File: src/rtl/swx_pkg.sv
// Shared types and constants for the seeded xorshift byte whitener.
// No dependencies; imported by the top level, controller, datapath, checker and testbench.
package swx_pkg;

  typedef enum logic [1:0] {
    FUNC_RESEED = 2'd0,
    FUNC_MIX    = 2'd1,
    FUNC_BYTE   = 2'd2,
    FUNC_NONE   = 2'd3
  } func_e;

  localparam logic [63:0] SEED_INIT = 64'hFFFF_FFFF_FFFF_FFC5;
  localparam logic [63:0] LCG_MUL   = 64'd6364136223846793005;
  localparam logic [63:0] LCG_ADD   = 64'd1442695040888963407;
  localparam logic [63:0] XS_MUL    = 64'h2545_F491_4F6C_DD1D;

  // Controller to datapath
  typedef struct packed {
    logic capture;   // take last_of_run from the input port
    logic load_mix;  // xor value into seeds, swapped for the cross coupling
    logic reseed;    // use the initial seeds for load_mix
    logic xshift;    // xorshift step on seed A
    logic mul_ll;    // partial product lo x lo
    logic mul_hl;    // partial product hi x lo
    logic mul_lh;    // partial product lo x hi
    logic sel_b;     // multiplicand is seed B
    logic use_xs;    // constant is the xorshift multiplier
    logic wb_lcg;    // selected seed <= product + increment
    logic wb_word;   // word <= product[63:32]
    logic emit;      // load output register, advance word and phase
  } swx_cmd_t;

  // Datapath to controller
  typedef struct packed {
    logic phase_zero;
    logic out_free;
  } swx_sts_t;

endpackage

File: src/rtl/seeded_xorshift_byte_whitener.sv
// Next-byte, phase 1..3: accept, emit, then the byte in the output register. Phase 0:
// accept with the xorshift step, three 32x32 partial products, writeback, emit. Input
// stalls until the emit; output stalls delay the emit. Reseed and mix: input stalled for
// four LCG passes (three partial products and a writeback each) on one shared 32x32
// multiplier; unused code: no stall. Reset (async, active low): seed A to its initial
// value; seed B, word, phase, out valid, state cleared; acc, last, byte not reset.
module seeded_xorshift_byte_whitener (
  input  logic        clk_i,
  input  logic        rst_ni,
  input  logic        in_valid_i,
  output logic        in_stall_o,
  input  logic [1:0]  func_i,
  input  logic [63:0] value_i,
  input  logic        last_of_run_i,
  output logic        out_valid_o,
  input  logic        out_stall_i,
  output logic [7:0]  random_byte_o,
  output logic        last_out_o
);
  import swx_pkg::*;

  swx_cmd_t cmd;
  swx_sts_t sts;

  swx_ctrl u_ctrl (
    .clk_i      (clk_i),
    .rst_ni     (rst_ni),
    .in_valid_i (in_valid_i),
    .func_i     (func_i),
    .in_stall_o (in_stall_o),
    .sts_i      (sts),
    .cmd_o      (cmd)
  );

  swx_dp u_dp (
    .clk_i         (clk_i),
    .rst_ni        (rst_ni),
    .value_i       (value_i),
    .last_of_run_i (last_of_run_i),
    .cmd_i         (cmd),
    .sts_o         (sts),
    .out_stall_i   (out_stall_i),
    .out_valid_o   (out_valid_o),
    .random_byte_o (random_byte_o),
    .last_out_o    (last_out_o)
  );

endmodule

File: src/rtl/swx_ctrl.sv
// Sequencer for the whitener: input handshake and multiply schedule.
// Depends on swx_pkg.
module swx_ctrl (
  input  logic              clk_i,
  input  logic              rst_ni,
  input  logic              in_valid_i,
  input  logic [1:0]        func_i,
  output logic              in_stall_o,
  input  swx_pkg::swx_sts_t sts_i,
  output swx_pkg::swx_cmd_t cmd_o
);
  import swx_pkg::*;

  typedef enum logic [5:0] {
    S_IDLE = 6'b000001,
    S_MUL0 = 6'b000010,
    S_MUL1 = 6'b000100,
    S_MUL2 = 6'b001000,
    S_WB   = 6'b010000,
    S_EMIT = 6'b100000
  } state_e;

  state_e     state_q, state_d;
  logic       xs_q, xs_d;
  logic [1:0] pass_q, pass_d;

  always_ff @(posedge clk_i or negedge rst_ni) begin
    if (!rst_ni) begin
      state_q <= S_IDLE;
      xs_q    <= 1'b0;
      pass_q  <= 2'd0;
    end else begin
      state_q <= state_d;
      xs_q    <= xs_d;
      pass_q  <= pass_d;
    end
  end

  assign in_stall_o = (state_q != S_IDLE);

  always_comb begin
    state_d      = state_q;
    xs_d         = xs_q;
    pass_d       = pass_q;
    cmd_o        = '0;
    cmd_o.sel_b  = pass_q[0] && !xs_q;
    cmd_o.use_xs = xs_q;
    unique case (state_q)
      S_IDLE: begin
        if (in_valid_i) begin
          cmd_o.capture = 1'b1;
          pass_d        = 2'd0;
          unique case (func_e'(func_i))
            FUNC_RESEED: begin
              cmd_o.load_mix = 1'b1;
              cmd_o.reseed   = 1'b1;
              xs_d           = 1'b0;
              state_d        = S_MUL0;
            end
            FUNC_MIX: begin
              cmd_o.load_mix = 1'b1;
              xs_d           = 1'b0;
              state_d        = S_MUL0;
            end
            FUNC_BYTE: begin
              if (sts_i.phase_zero) begin
                cmd_o.xshift = 1'b1;
                xs_d         = 1'b1;
                state_d      = S_MUL0;
              end else begin
                state_d = S_EMIT;
              end
            end
            FUNC_NONE: begin
              state_d = S_IDLE;
            end
          endcase
        end
      end
      S_MUL0: begin
        cmd_o.mul_ll = 1'b1;
        state_d      = S_MUL1;
      end
      S_MUL1: begin
        cmd_o.mul_hl = 1'b1;
        state_d      = S_MUL2;
      end
      S_MUL2: begin
        cmd_o.mul_lh = 1'b1;
        state_d      = S_WB;
      end
      S_WB: begin
        if (xs_q) begin
          cmd_o.wb_word = 1'b1;
          state_d       = S_EMIT;
        end else begin
          cmd_o.wb_lcg = 1'b1;
          pass_d       = pass_q + 2'd1;
          state_d      = (pass_q == 2'd3) ? S_IDLE : S_MUL0;
        end
      end
      S_EMIT: begin
        if (sts_i.out_free) begin
          cmd_o.emit = 1'b1;
          state_d    = S_IDLE;
        end
      end
      default: begin
        state_d = S_IDLE;
      end
    endcase
  end

endmodule

File: src/rtl/swx_dp.sv
// Datapath: seeds, word buffer, byte phase, shared 32x32 multiplier
// and the output register. Depends on swx_pkg.
module swx_dp (
  input  logic              clk_i,
  input  logic              rst_ni,
  input  logic [63:0]       value_i,
  input  logic              last_of_run_i,
  input  swx_pkg::swx_cmd_t cmd_i,
  output swx_pkg::swx_sts_t sts_o,
  input  logic              out_stall_i,
  output logic              out_valid_o,
  output logic [7:0]        random_byte_o,
  output logic              last_out_o
);
  import swx_pkg::*;

  logic [63:0] seed_a_q, seed_a_d;
  logic [63:0] seed_b_q, seed_b_d;
  logic [31:0] word_q, word_d;
  logic [1:0]  phase_q, phase_d;
  logic        out_valid_q, out_valid_d;
  logic [63:0] acc_q, acc_d;
  logic        last_q;
  logic [7:0]  byte_q;
  logic        last_out_q;

  logic [63:0] xs1, xs2, xs3;
  logic [63:0] opnd, kmul;
  logic [31:0] mul_a, mul_b;
  logic [63:0] prod;
  logic [63:0] lcg_res;

  always_comb begin
    xs1 = seed_a_q ^ (seed_a_q >> 12);
    xs2 = xs1 ^ (xs1 << 25);
    xs3 = xs2 ^ (xs2 >> 27);
  end

  assign opnd    = cmd_i.sel_b ? seed_b_q : seed_a_q;
  assign kmul    = cmd_i.use_xs ? XS_MUL : LCG_MUL;
  assign mul_a   = cmd_i.mul_hl ? opnd[63:32] : opnd[31:0];
  assign mul_b   = cmd_i.mul_lh ? kmul[63:32] : kmul[31:0];
  assign prod    = 64'(mul_a) * 64'(mul_b);
  assign lcg_res = acc_q + LCG_ADD;

  always_comb begin
    acc_d = acc_q;
    if (cmd_i.mul_ll) begin
      acc_d = prod;
    end else if (cmd_i.mul_hl || cmd_i.mul_lh) begin
      acc_d = {acc_q[63:32] + prod[31:0], acc_q[31:0]};
    end
  end

  always_comb begin
    seed_a_d    = seed_a_q;
    seed_b_d    = seed_b_q;
    word_d      = word_q;
    phase_d     = phase_q;
    out_valid_d = out_valid_q && out_stall_i;
    if (cmd_i.load_mix) begin
      // seed A chain starts from B^v and vice versa
      seed_a_d = (cmd_i.reseed ? 64'd0 : seed_b_q) ^ value_i;
      seed_b_d = (cmd_i.reseed ? SEED_INIT : seed_a_q) ^ value_i;
    end
    if (cmd_i.xshift) begin
      seed_a_d = xs3;
    end
    if (cmd_i.wb_lcg) begin
      if (cmd_i.sel_b) begin
        seed_b_d = lcg_res;
      end else begin
        seed_a_d = lcg_res;
      end
    end
    if (cmd_i.wb_word) begin
      word_d = acc_q[63:32];
    end
    if (cmd_i.emit) begin
      word_d      = {8'd0, word_q[31:8]};
      phase_d     = last_q ? 2'd0 : phase_q + 2'd1;
      out_valid_d = 1'b1;
    end
  end

  always_ff @(posedge clk_i or negedge rst_ni) begin
    if (!rst_ni) begin
      seed_a_q    <= SEED_INIT;
      seed_b_q    <= 64'd0;
      word_q      <= 32'd0;
      phase_q     <= 2'd0;
      out_valid_q <= 1'b0;
    end else begin
      seed_a_q    <= seed_a_d;
      seed_b_q    <= seed_b_d;
      word_q      <= word_d;
      phase_q     <= phase_d;
      out_valid_q <= out_valid_d;
    end
  end

  always_ff @(posedge clk_i) begin
    acc_q <= acc_d;
    if (cmd_i.capture) begin
      last_q <= last_of_run_i;
    end
    if (cmd_i.emit) begin
      byte_q     <= word_q[7:0];
      last_out_q <= last_q;
    end
  end

  assign sts_o.phase_zero = (phase_q == 2'd0);
  assign sts_o.out_free   = !out_valid_q || !out_stall_i;

  assign out_valid_o   = out_valid_q;
  assign random_byte_o = byte_q;
  assign last_out_o    = last_out_q;

endmodule

File: config.mk
export PLATFORM = sky130hd
export DESIGN_NAME = seeded_xorshift_byte_whitener
export DESIGN_NICKNAME = d
export VERILOG_FILES = /design/src/rtl/swx_pkg.sv /design/src/rtl/seeded_xorshift_byte_whitener.sv /design/src/rtl/swx_ctrl.sv /design/src/rtl/swx_dp.sv
export SDC_FILE = /design/constraint.sdc
export NUM_CORES = 2
export LEC_CHECK = 0
export BUFFER_PORTS_ARGS = -buffer_cell sky130_fd_sc_hd__buf_2
export CORE_ASPECT_RATIO = 1.2
export CORE_MARGIN = 8
export CORE_UTILIZATION = 55
export CTS_CLUSTER_SIZE = 25
export DETAILED_ROUTE_END_ITERATION = 10
export MAX_ROUTING_LAYER = met4
export PLACE_DENSITY = 0.74
export SLEW_MARGIN = 20
export SYNTH_ARGS = -nofsm -noshare
export SYNTH_HDL_FRONTEND = slang
export SYNTH_SLANG_ARGS = --single-unit
File: constraint.sdc
create_clock -name clk_i -period 9.6 [get_ports clk_i]
set_input_delay 0.96 -clock clk_i [delete_from_list [all_inputs] [get_ports clk_i]]
set_output_delay 0.96 -clock clk_i [all_outputs]
set_load 0.05 [all_outputs]
Word level (Yosys, flattened, before mapping)
Index checks and enable logic that the tools add are counted.

Equal/unequal tests: 15. Div/mod/pow operators: 0. Bitwise operators: 5. $lt $le $gt $ge: 0. Multiply operators: 1. Add/subtract/negate cells: 4. Muxes and demuxes: 45. Reduce and logical (&&, ||, !) cells: 17. Shift-type cells: 0.

Operator list (count): 64-bit two-way mux (12); 64-bit bitwise XOR (3); 32-bit two-way mux (4); 64-bit by 61-bit adder with 64-bit output (second input constant) (1); 32-bit by 32-bit multiplier with 64-bit output (1); 64-bit by 37-bit bitwise XOR with 64-bit output (1); 64-bit by 52-bit bitwise XOR with 64-bit output (1); 63-bit two-way mux (1); 6-bit one-hot mux with 6 select lines (1); 32-bit adder (1); 6-bit two-way mux (4); 6-bit one-hot mux with 3 select lines (1); 1-bit two-way mux (13); 2-bit two-way mux (5); 4-bit two-way mux (2); 2-bit inequality test (second input constant) (4); 2-bit nonzero test (4); 2-bit == test (second input constant) (3); 6-bit by 1-bit == test with 1-bit output (second input constant) (1); 6-bit by 2-bit == test with 1-bit output (second input constant) (1); 6-bit by 3-bit == test with 1-bit output (second input constant) (1); 6-bit by 4-bit == test with 1-bit output (second input constant) (1); 6-bit by 5-bit == test with 1-bit output (second input constant) (1); 6-bit == test (second input constant) (1); other kinds (13) (19).

Bits in latches: 0. ROM bits: 0. Register bits: 246. Memories: 0. Memory bits (writable): 0. Word-level logic and storage cells: 100.

Longest topological paths before layout
Depth in word-level cells: 11. Depth in mapped cells: 44. Mapped depth without buffers: 41.

Cells and area by module
Synthesis repeated with hierarchy kept, for this count alone.

Cells, all modules: 4833. Area total of the unflattened synthesis: 45874.0 um2.

Modules (own cells, without submodules): swx_dp (sequential area each 6376.1 um2, cells an instance 4765, times used 1, area each 45232.1 um2); swx_ctrl (sequential area each 226.5 um2, cells an instance 68, times used 1, area each 641.9 um2).

Worst setup path before layout
OpenSTA, ideal clock, no wires.

Kind: register -> register. Start point: reg u_ctrl.xs_q. End point: reg u_dp.acc_q[63], data pin. Path slack: 0.161 ns. Arrival time: 9.172 ns. Stages on the path, launching flop included: 42. Path through: dfrtp_1 > clkbuf_1 > clkinv_1 > nand2_1 > clkbuf_1 > clkbuf_1 > nand2_1 > nand3_1 > o21a_1 > nand2_1 > nand2_1 > fa_1 > ha_1 > inv_1 > fa_1 > fa_1 > inv_1 > ha_1 > (+6 left out) > a211oi_1 > nand2_1 > nand2_1 > o21ai_0 > a21bo_2 > xor2_1 > ha_1 > a21o_1 > a21o_1 > a21oi_1 > and3_1 > a21oi_1 > a41oi_1 > o21ai_0 > xnor2_1 > nand2_1 > o21ai_0 > a211oi_1.

Word-level cells in the longest chain between the ends: 8.

RTL lines: from (decl) (line swx_ctrl.sv:24) `logic xs_q, xs_d;`; from (signal assigned) (line swx_ctrl.sv:34) `xs_q <= xs_d;`; 1-bit logical NOT (line swx_ctrl.sv:46) `cmd_o.sel_b = pass_q[0] && !xs_q;`; 1-bit logical AND (line swx_ctrl.sv:46); 64-bit two-way mux (line swx_dp.sv:39) `assign opnd = cmd_i.sel_b ? seed_b_q : seed_a_q;`; 32-bit two-way mux (line swx_dp.sv:41) `assign mul_a = cmd_i.mul_hl ? opnd[63:32] : opnd[31:0];`; 32-bit by 32-bit multiplier with 64-bit output * (line swx_dp.sv:43) `assign prod = 64'(mul_a) * 64'(mul_b);`; 32-bit adder (line swx_dp.sv:51) `acc_d = {acc_q[63:32] + prod[31:0], acc_q[31:0]};`; 64-bit two-way mux (line swx_dp.sv:50) `end else if (cmd_i.mul_hl || cmd_i.mul_lh) begin`; 64-bit two-way mux * (line swx_dp.sv:48) `if (cmd_i.mul_ll) begin`; via u_dp.acc_d[63] (line swx_dp.sv:22) `logic [63:0] acc_q, acc_d;`; to (signal assigned) (line swx_dp.sv:103) `acc_q <= acc_d;`; to (decl) (line swx_dp.sv:22).

The timed path passes the listed nets; every way through them passes the cells marked *. The select of a mux whose other input is x is not followed. A chain may end at the register's enable or synchronous reset.

Final worst setup path
Start point: reg u_ctrl.state_q[1]. End point: reg u_dp.acc_q[63], data pin.

Word-level cells in the longest chain between the ends: 7.

RTL lines: from (decl) (line swx_ctrl.sv:23) `state_e state_q, state_d;`; from (signal assigned) (line swx_ctrl.sv:33) `state_q <= state_d;`; 6-bit by 3-bit == test with 1-bit output or 6-bit by 4-bit == test with 1-bit output (tied branches) (line swx_ctrl.sv:48) `unique case (state_q)`; 1-bit two-way mux (line swx_ctrl.sv:48); 32-bit two-way mux (on tied branches) (line swx_dp.sv:41, swx_dp.sv:42); 32-bit by 32-bit multiplier with 64-bit output (line swx_dp.sv:43); 32-bit adder (line swx_dp.sv:51); 64-bit two-way mux (line swx_dp.sv:50); 64-bit two-way mux * (line swx_dp.sv:48); via u_dp.acc_d[63] (line swx_dp.sv:22).

Marks and branches as above.

==> results.json <==
{
  "setup_viol": 0,
  "status": "finished, final reports clean",
  "ios": 82,
  "viasPerCell": 5.81,
  "ys.flop_type": "dfrtp_1",
  "area_delta_synth_final_pct": 15.0,
  "htree_levels": 1,
  "drc": 0,
  "core-area_sq_um": 82000,
  "die_y_um": 331,
  "dieArea_sq_um": 92400,
  "synth_area_sq_um": 45600,
  "arrival_ns": 9.77,
  "min_period_over_period_pct": 97.5,
  "maxCapViolCount": 0,
  "cts_sinks": 246,
  "final_hold_viol_count": 0,
  "hold_path.class": "input port to async pin",
  "tns_ns": 0,
  "antenna_found_initial": 8,
  "grt_pass1_wl_mm": 257,
  "max_freq_mhz": 107,
  "clkTransAtPathRegs_ns": 0.07,
  "rows": 115,
  "period_minus_slack_ns": 9.36,
  "hpwl_mm": 151,
  "antenna_left": 0,
  "syn_area_per_cell_sq_um": 9.23,
  "clk_latency_ns": 0.58,
  "first_iter_violations": 3027,
  "cts_hold_buf": 0,
  "yosysMostFrequentCell": "inv_1",
  "path_common_cell": "fa_1",
  "critPathKind": "flop to flop",
  "worstPathMaxFanout": 21,
  "cts_tree": "built",
  "drive_above_1_share_pct": 16.7,
  "clock_path_buffers": 3,
  "nFillCells": 7154,
  "final_nets": 6671,
  "drt_first_pass_iters": 6,
  "final_util_pct": 63.9,
  "fin_worst_skew_ns": 0.0229,
  "start_util_pct": 55.6,
  "worstSetupEndpointType": "flop",
  "synth.top_cell.area_share_pct": 33.7,
  "synth_edf_count": 74,
  "cts_root_buf": "clkbuf_16",
  "yosysSeqAreaShare_pct": 14.5,
  "grt_pass1_vias": 39900,
  "port_buffers": 81,
  "synth.largest_area_cell": "fa_1",
  "syn_inst": 4939,
  "grt_max_degree": 91,
  "grt_remaining_overflow": 0,
  "grt_use_total_pct": 38.9,
  "globalplace.congestion": 1.06,
  "wl_per_cell_um": 27.2,
  "required_ns": 10.01,
  "netlist_top_cells_count": "955 x inv_1, 767 x fa_1, 466 x nand2_1",
  "slew_headroom_pct": 18.7,
  "fp.dieW_um": 279,
  "finalMaxSlewViolations": 0,
  "synthTopCellsByArea": "fa_1 34%, ha_1 11%, inv_1 7.9%, dfrtp_1 6.1%, xnor2_1 5.0%",
  "wl_mm": 176,
  "start_kind": "flop",
  "cpMaxStageDelayCell": "fa_1",
  "via_count": 37700,
  "rsz0062_at_grt": "true",
  "holdWs_ns": 0.327,
  "synth_nets": 6193,
  "cts_buffers": 25,
  "synth_cell_type_count": 79,
  "slowest_delay_ns": 0.56,
  "tightest_slew_ns": 1.21,
  "synth_warnings": 0,
  "async_reset_ff_share_pct": 69.9,
  "ys_ff_latch": 246
}
==> worst max-delay path: cells and delay by family (launching register included) <==
| kind | cells | cell delay (ns) |
|---|---|---|
| and+or+nand+nor | 5 | 0.78 |
| adders and majority gates | 10 | 4.71 |
| buffers and inverters | 8 | 1.16 |
| DFF | 1 | 0.41 |
| xor gates and xnor gates | 2 | 0.31 |
| AOI/OAI and AO/OA | 9 | 1.79 |
==> layer usage <==
layer | wire (um) | GRT usage [%] | up-vias
met5 | 0 | - | -
met1 | 60800 | 41.9 | 18600
met4 | 18600 | 30.6 | 0
met3 | 11800 | 5.53 | 650
li1 | - | - | 16700
met2 | 85100 | 64.4 | 1791
==> state kept, by name, indices dropped and copies added, names as in the netlist <==
name and count:
u_dp.acc_q 64, u_dp.seed_a_q 64, u_dp.seed_b_q 64, u_dp.word_q 32
u_dp.random_byte_o 8, u_ctrl.state_q 6, u_ctrl.pass_q 2, u_dp.phase_q 2
u_ctrl.xs_q 1, u_dp.last_out_o 1, u_dp.last_q 1, u_dp.out_valid_o 1
==> metrics by stage <==
step | setup slack [ns] | cells | cell area, sq um
after global placement | -0.223 | 6436 | 50900
after CTS | 0.00557 | 6482 | 51800
after detailed placement | -0.310 | 6436 | 50900
after global routing | -0.0582 | 6490 | 52400
after floorplan | 0.161 | 4939 | 45600
final | 0.240 | 6490 | 52400
==> cell type report <==
type,count,area [sq um],area share (%)
Multi-Input combinational cell,3532,35200,67.2
Sequential cell,246,6600,12.6
Timing Repair Buffer,655,4830,9.23
Inverter,957,3590,6.85
Tap cell,1053,1320,2.51
Clock buffer,30,664,1.27
Clock inverter,16,178,0.339
Antenna cell,1,2.50,0.00478
==> path summary, 6_finish.rpt <==
check,from,endpoint,slack [ns],cells past startpoint
setup reg to reg,u_ctrl.state_q[1],u_dp.acc_q[63],0.24,34
setup / recovery,u_ctrl.state_q[1],u_dp.acc_q[63],0.24,34
max in group asynchronous,rst_ni,u_dp.seed_b_q[5],7.18,3
hold reg to reg,u_dp.word_q[2],u_dp.random_byte_o[2],0.44,0
min in group clk_i,u_dp.word_q[2],u_dp.random_byte_o[2],0.44,0
hold / removal,rst_ni,u_dp.phase_q[0],0.33,1
==> logic make-up (layout without fill, tap and decap cells) <==
family	count (synthesis)	count (layout)	share of synthesized area [%]
compound gates	792	792	11.1
buf+inv	1161	1658	9.58
simple gates	1131	1131	10.9
flops	246	246	14.5
xor+xnor	401	401	7.71
fa+ha+maj	1183	1183	45.1
other cells	0	1	0
mux	25	25	1.16
==> timing repair <==
item / 4_1_cts / 5_1_grt
pin swaps: 0 / 34
resized for setup: 12 / 117
setup endpoints to repair: 13 / 21
buffers inserted: 0 / 7
==> placed cells by master (no fill, tap or decap), drive strengths merged, types with 12 or more instances in the layout <==
cell and instances:
nand2b 69, fa 767, and3 21, nand2 466, nand4 19, buf 655, nor3 17, edfxtp 74
a21oi 230, mux4 22, o21a 15, o21ai 182, ha 416, o21bai 14, a211oi 110, xor2 141
a22oi 26, inv 958, a21o 60, dfrtp 111, nand3 49, nor2b 12, o211ai 57, xnor2 260
and2 54, dfstp 61, a31oi 16, clkbuf 30, nor2 374
Power is not shown: default switching activity piles up to over one toggle a cycle in this logic, so the estimate is an artifact.
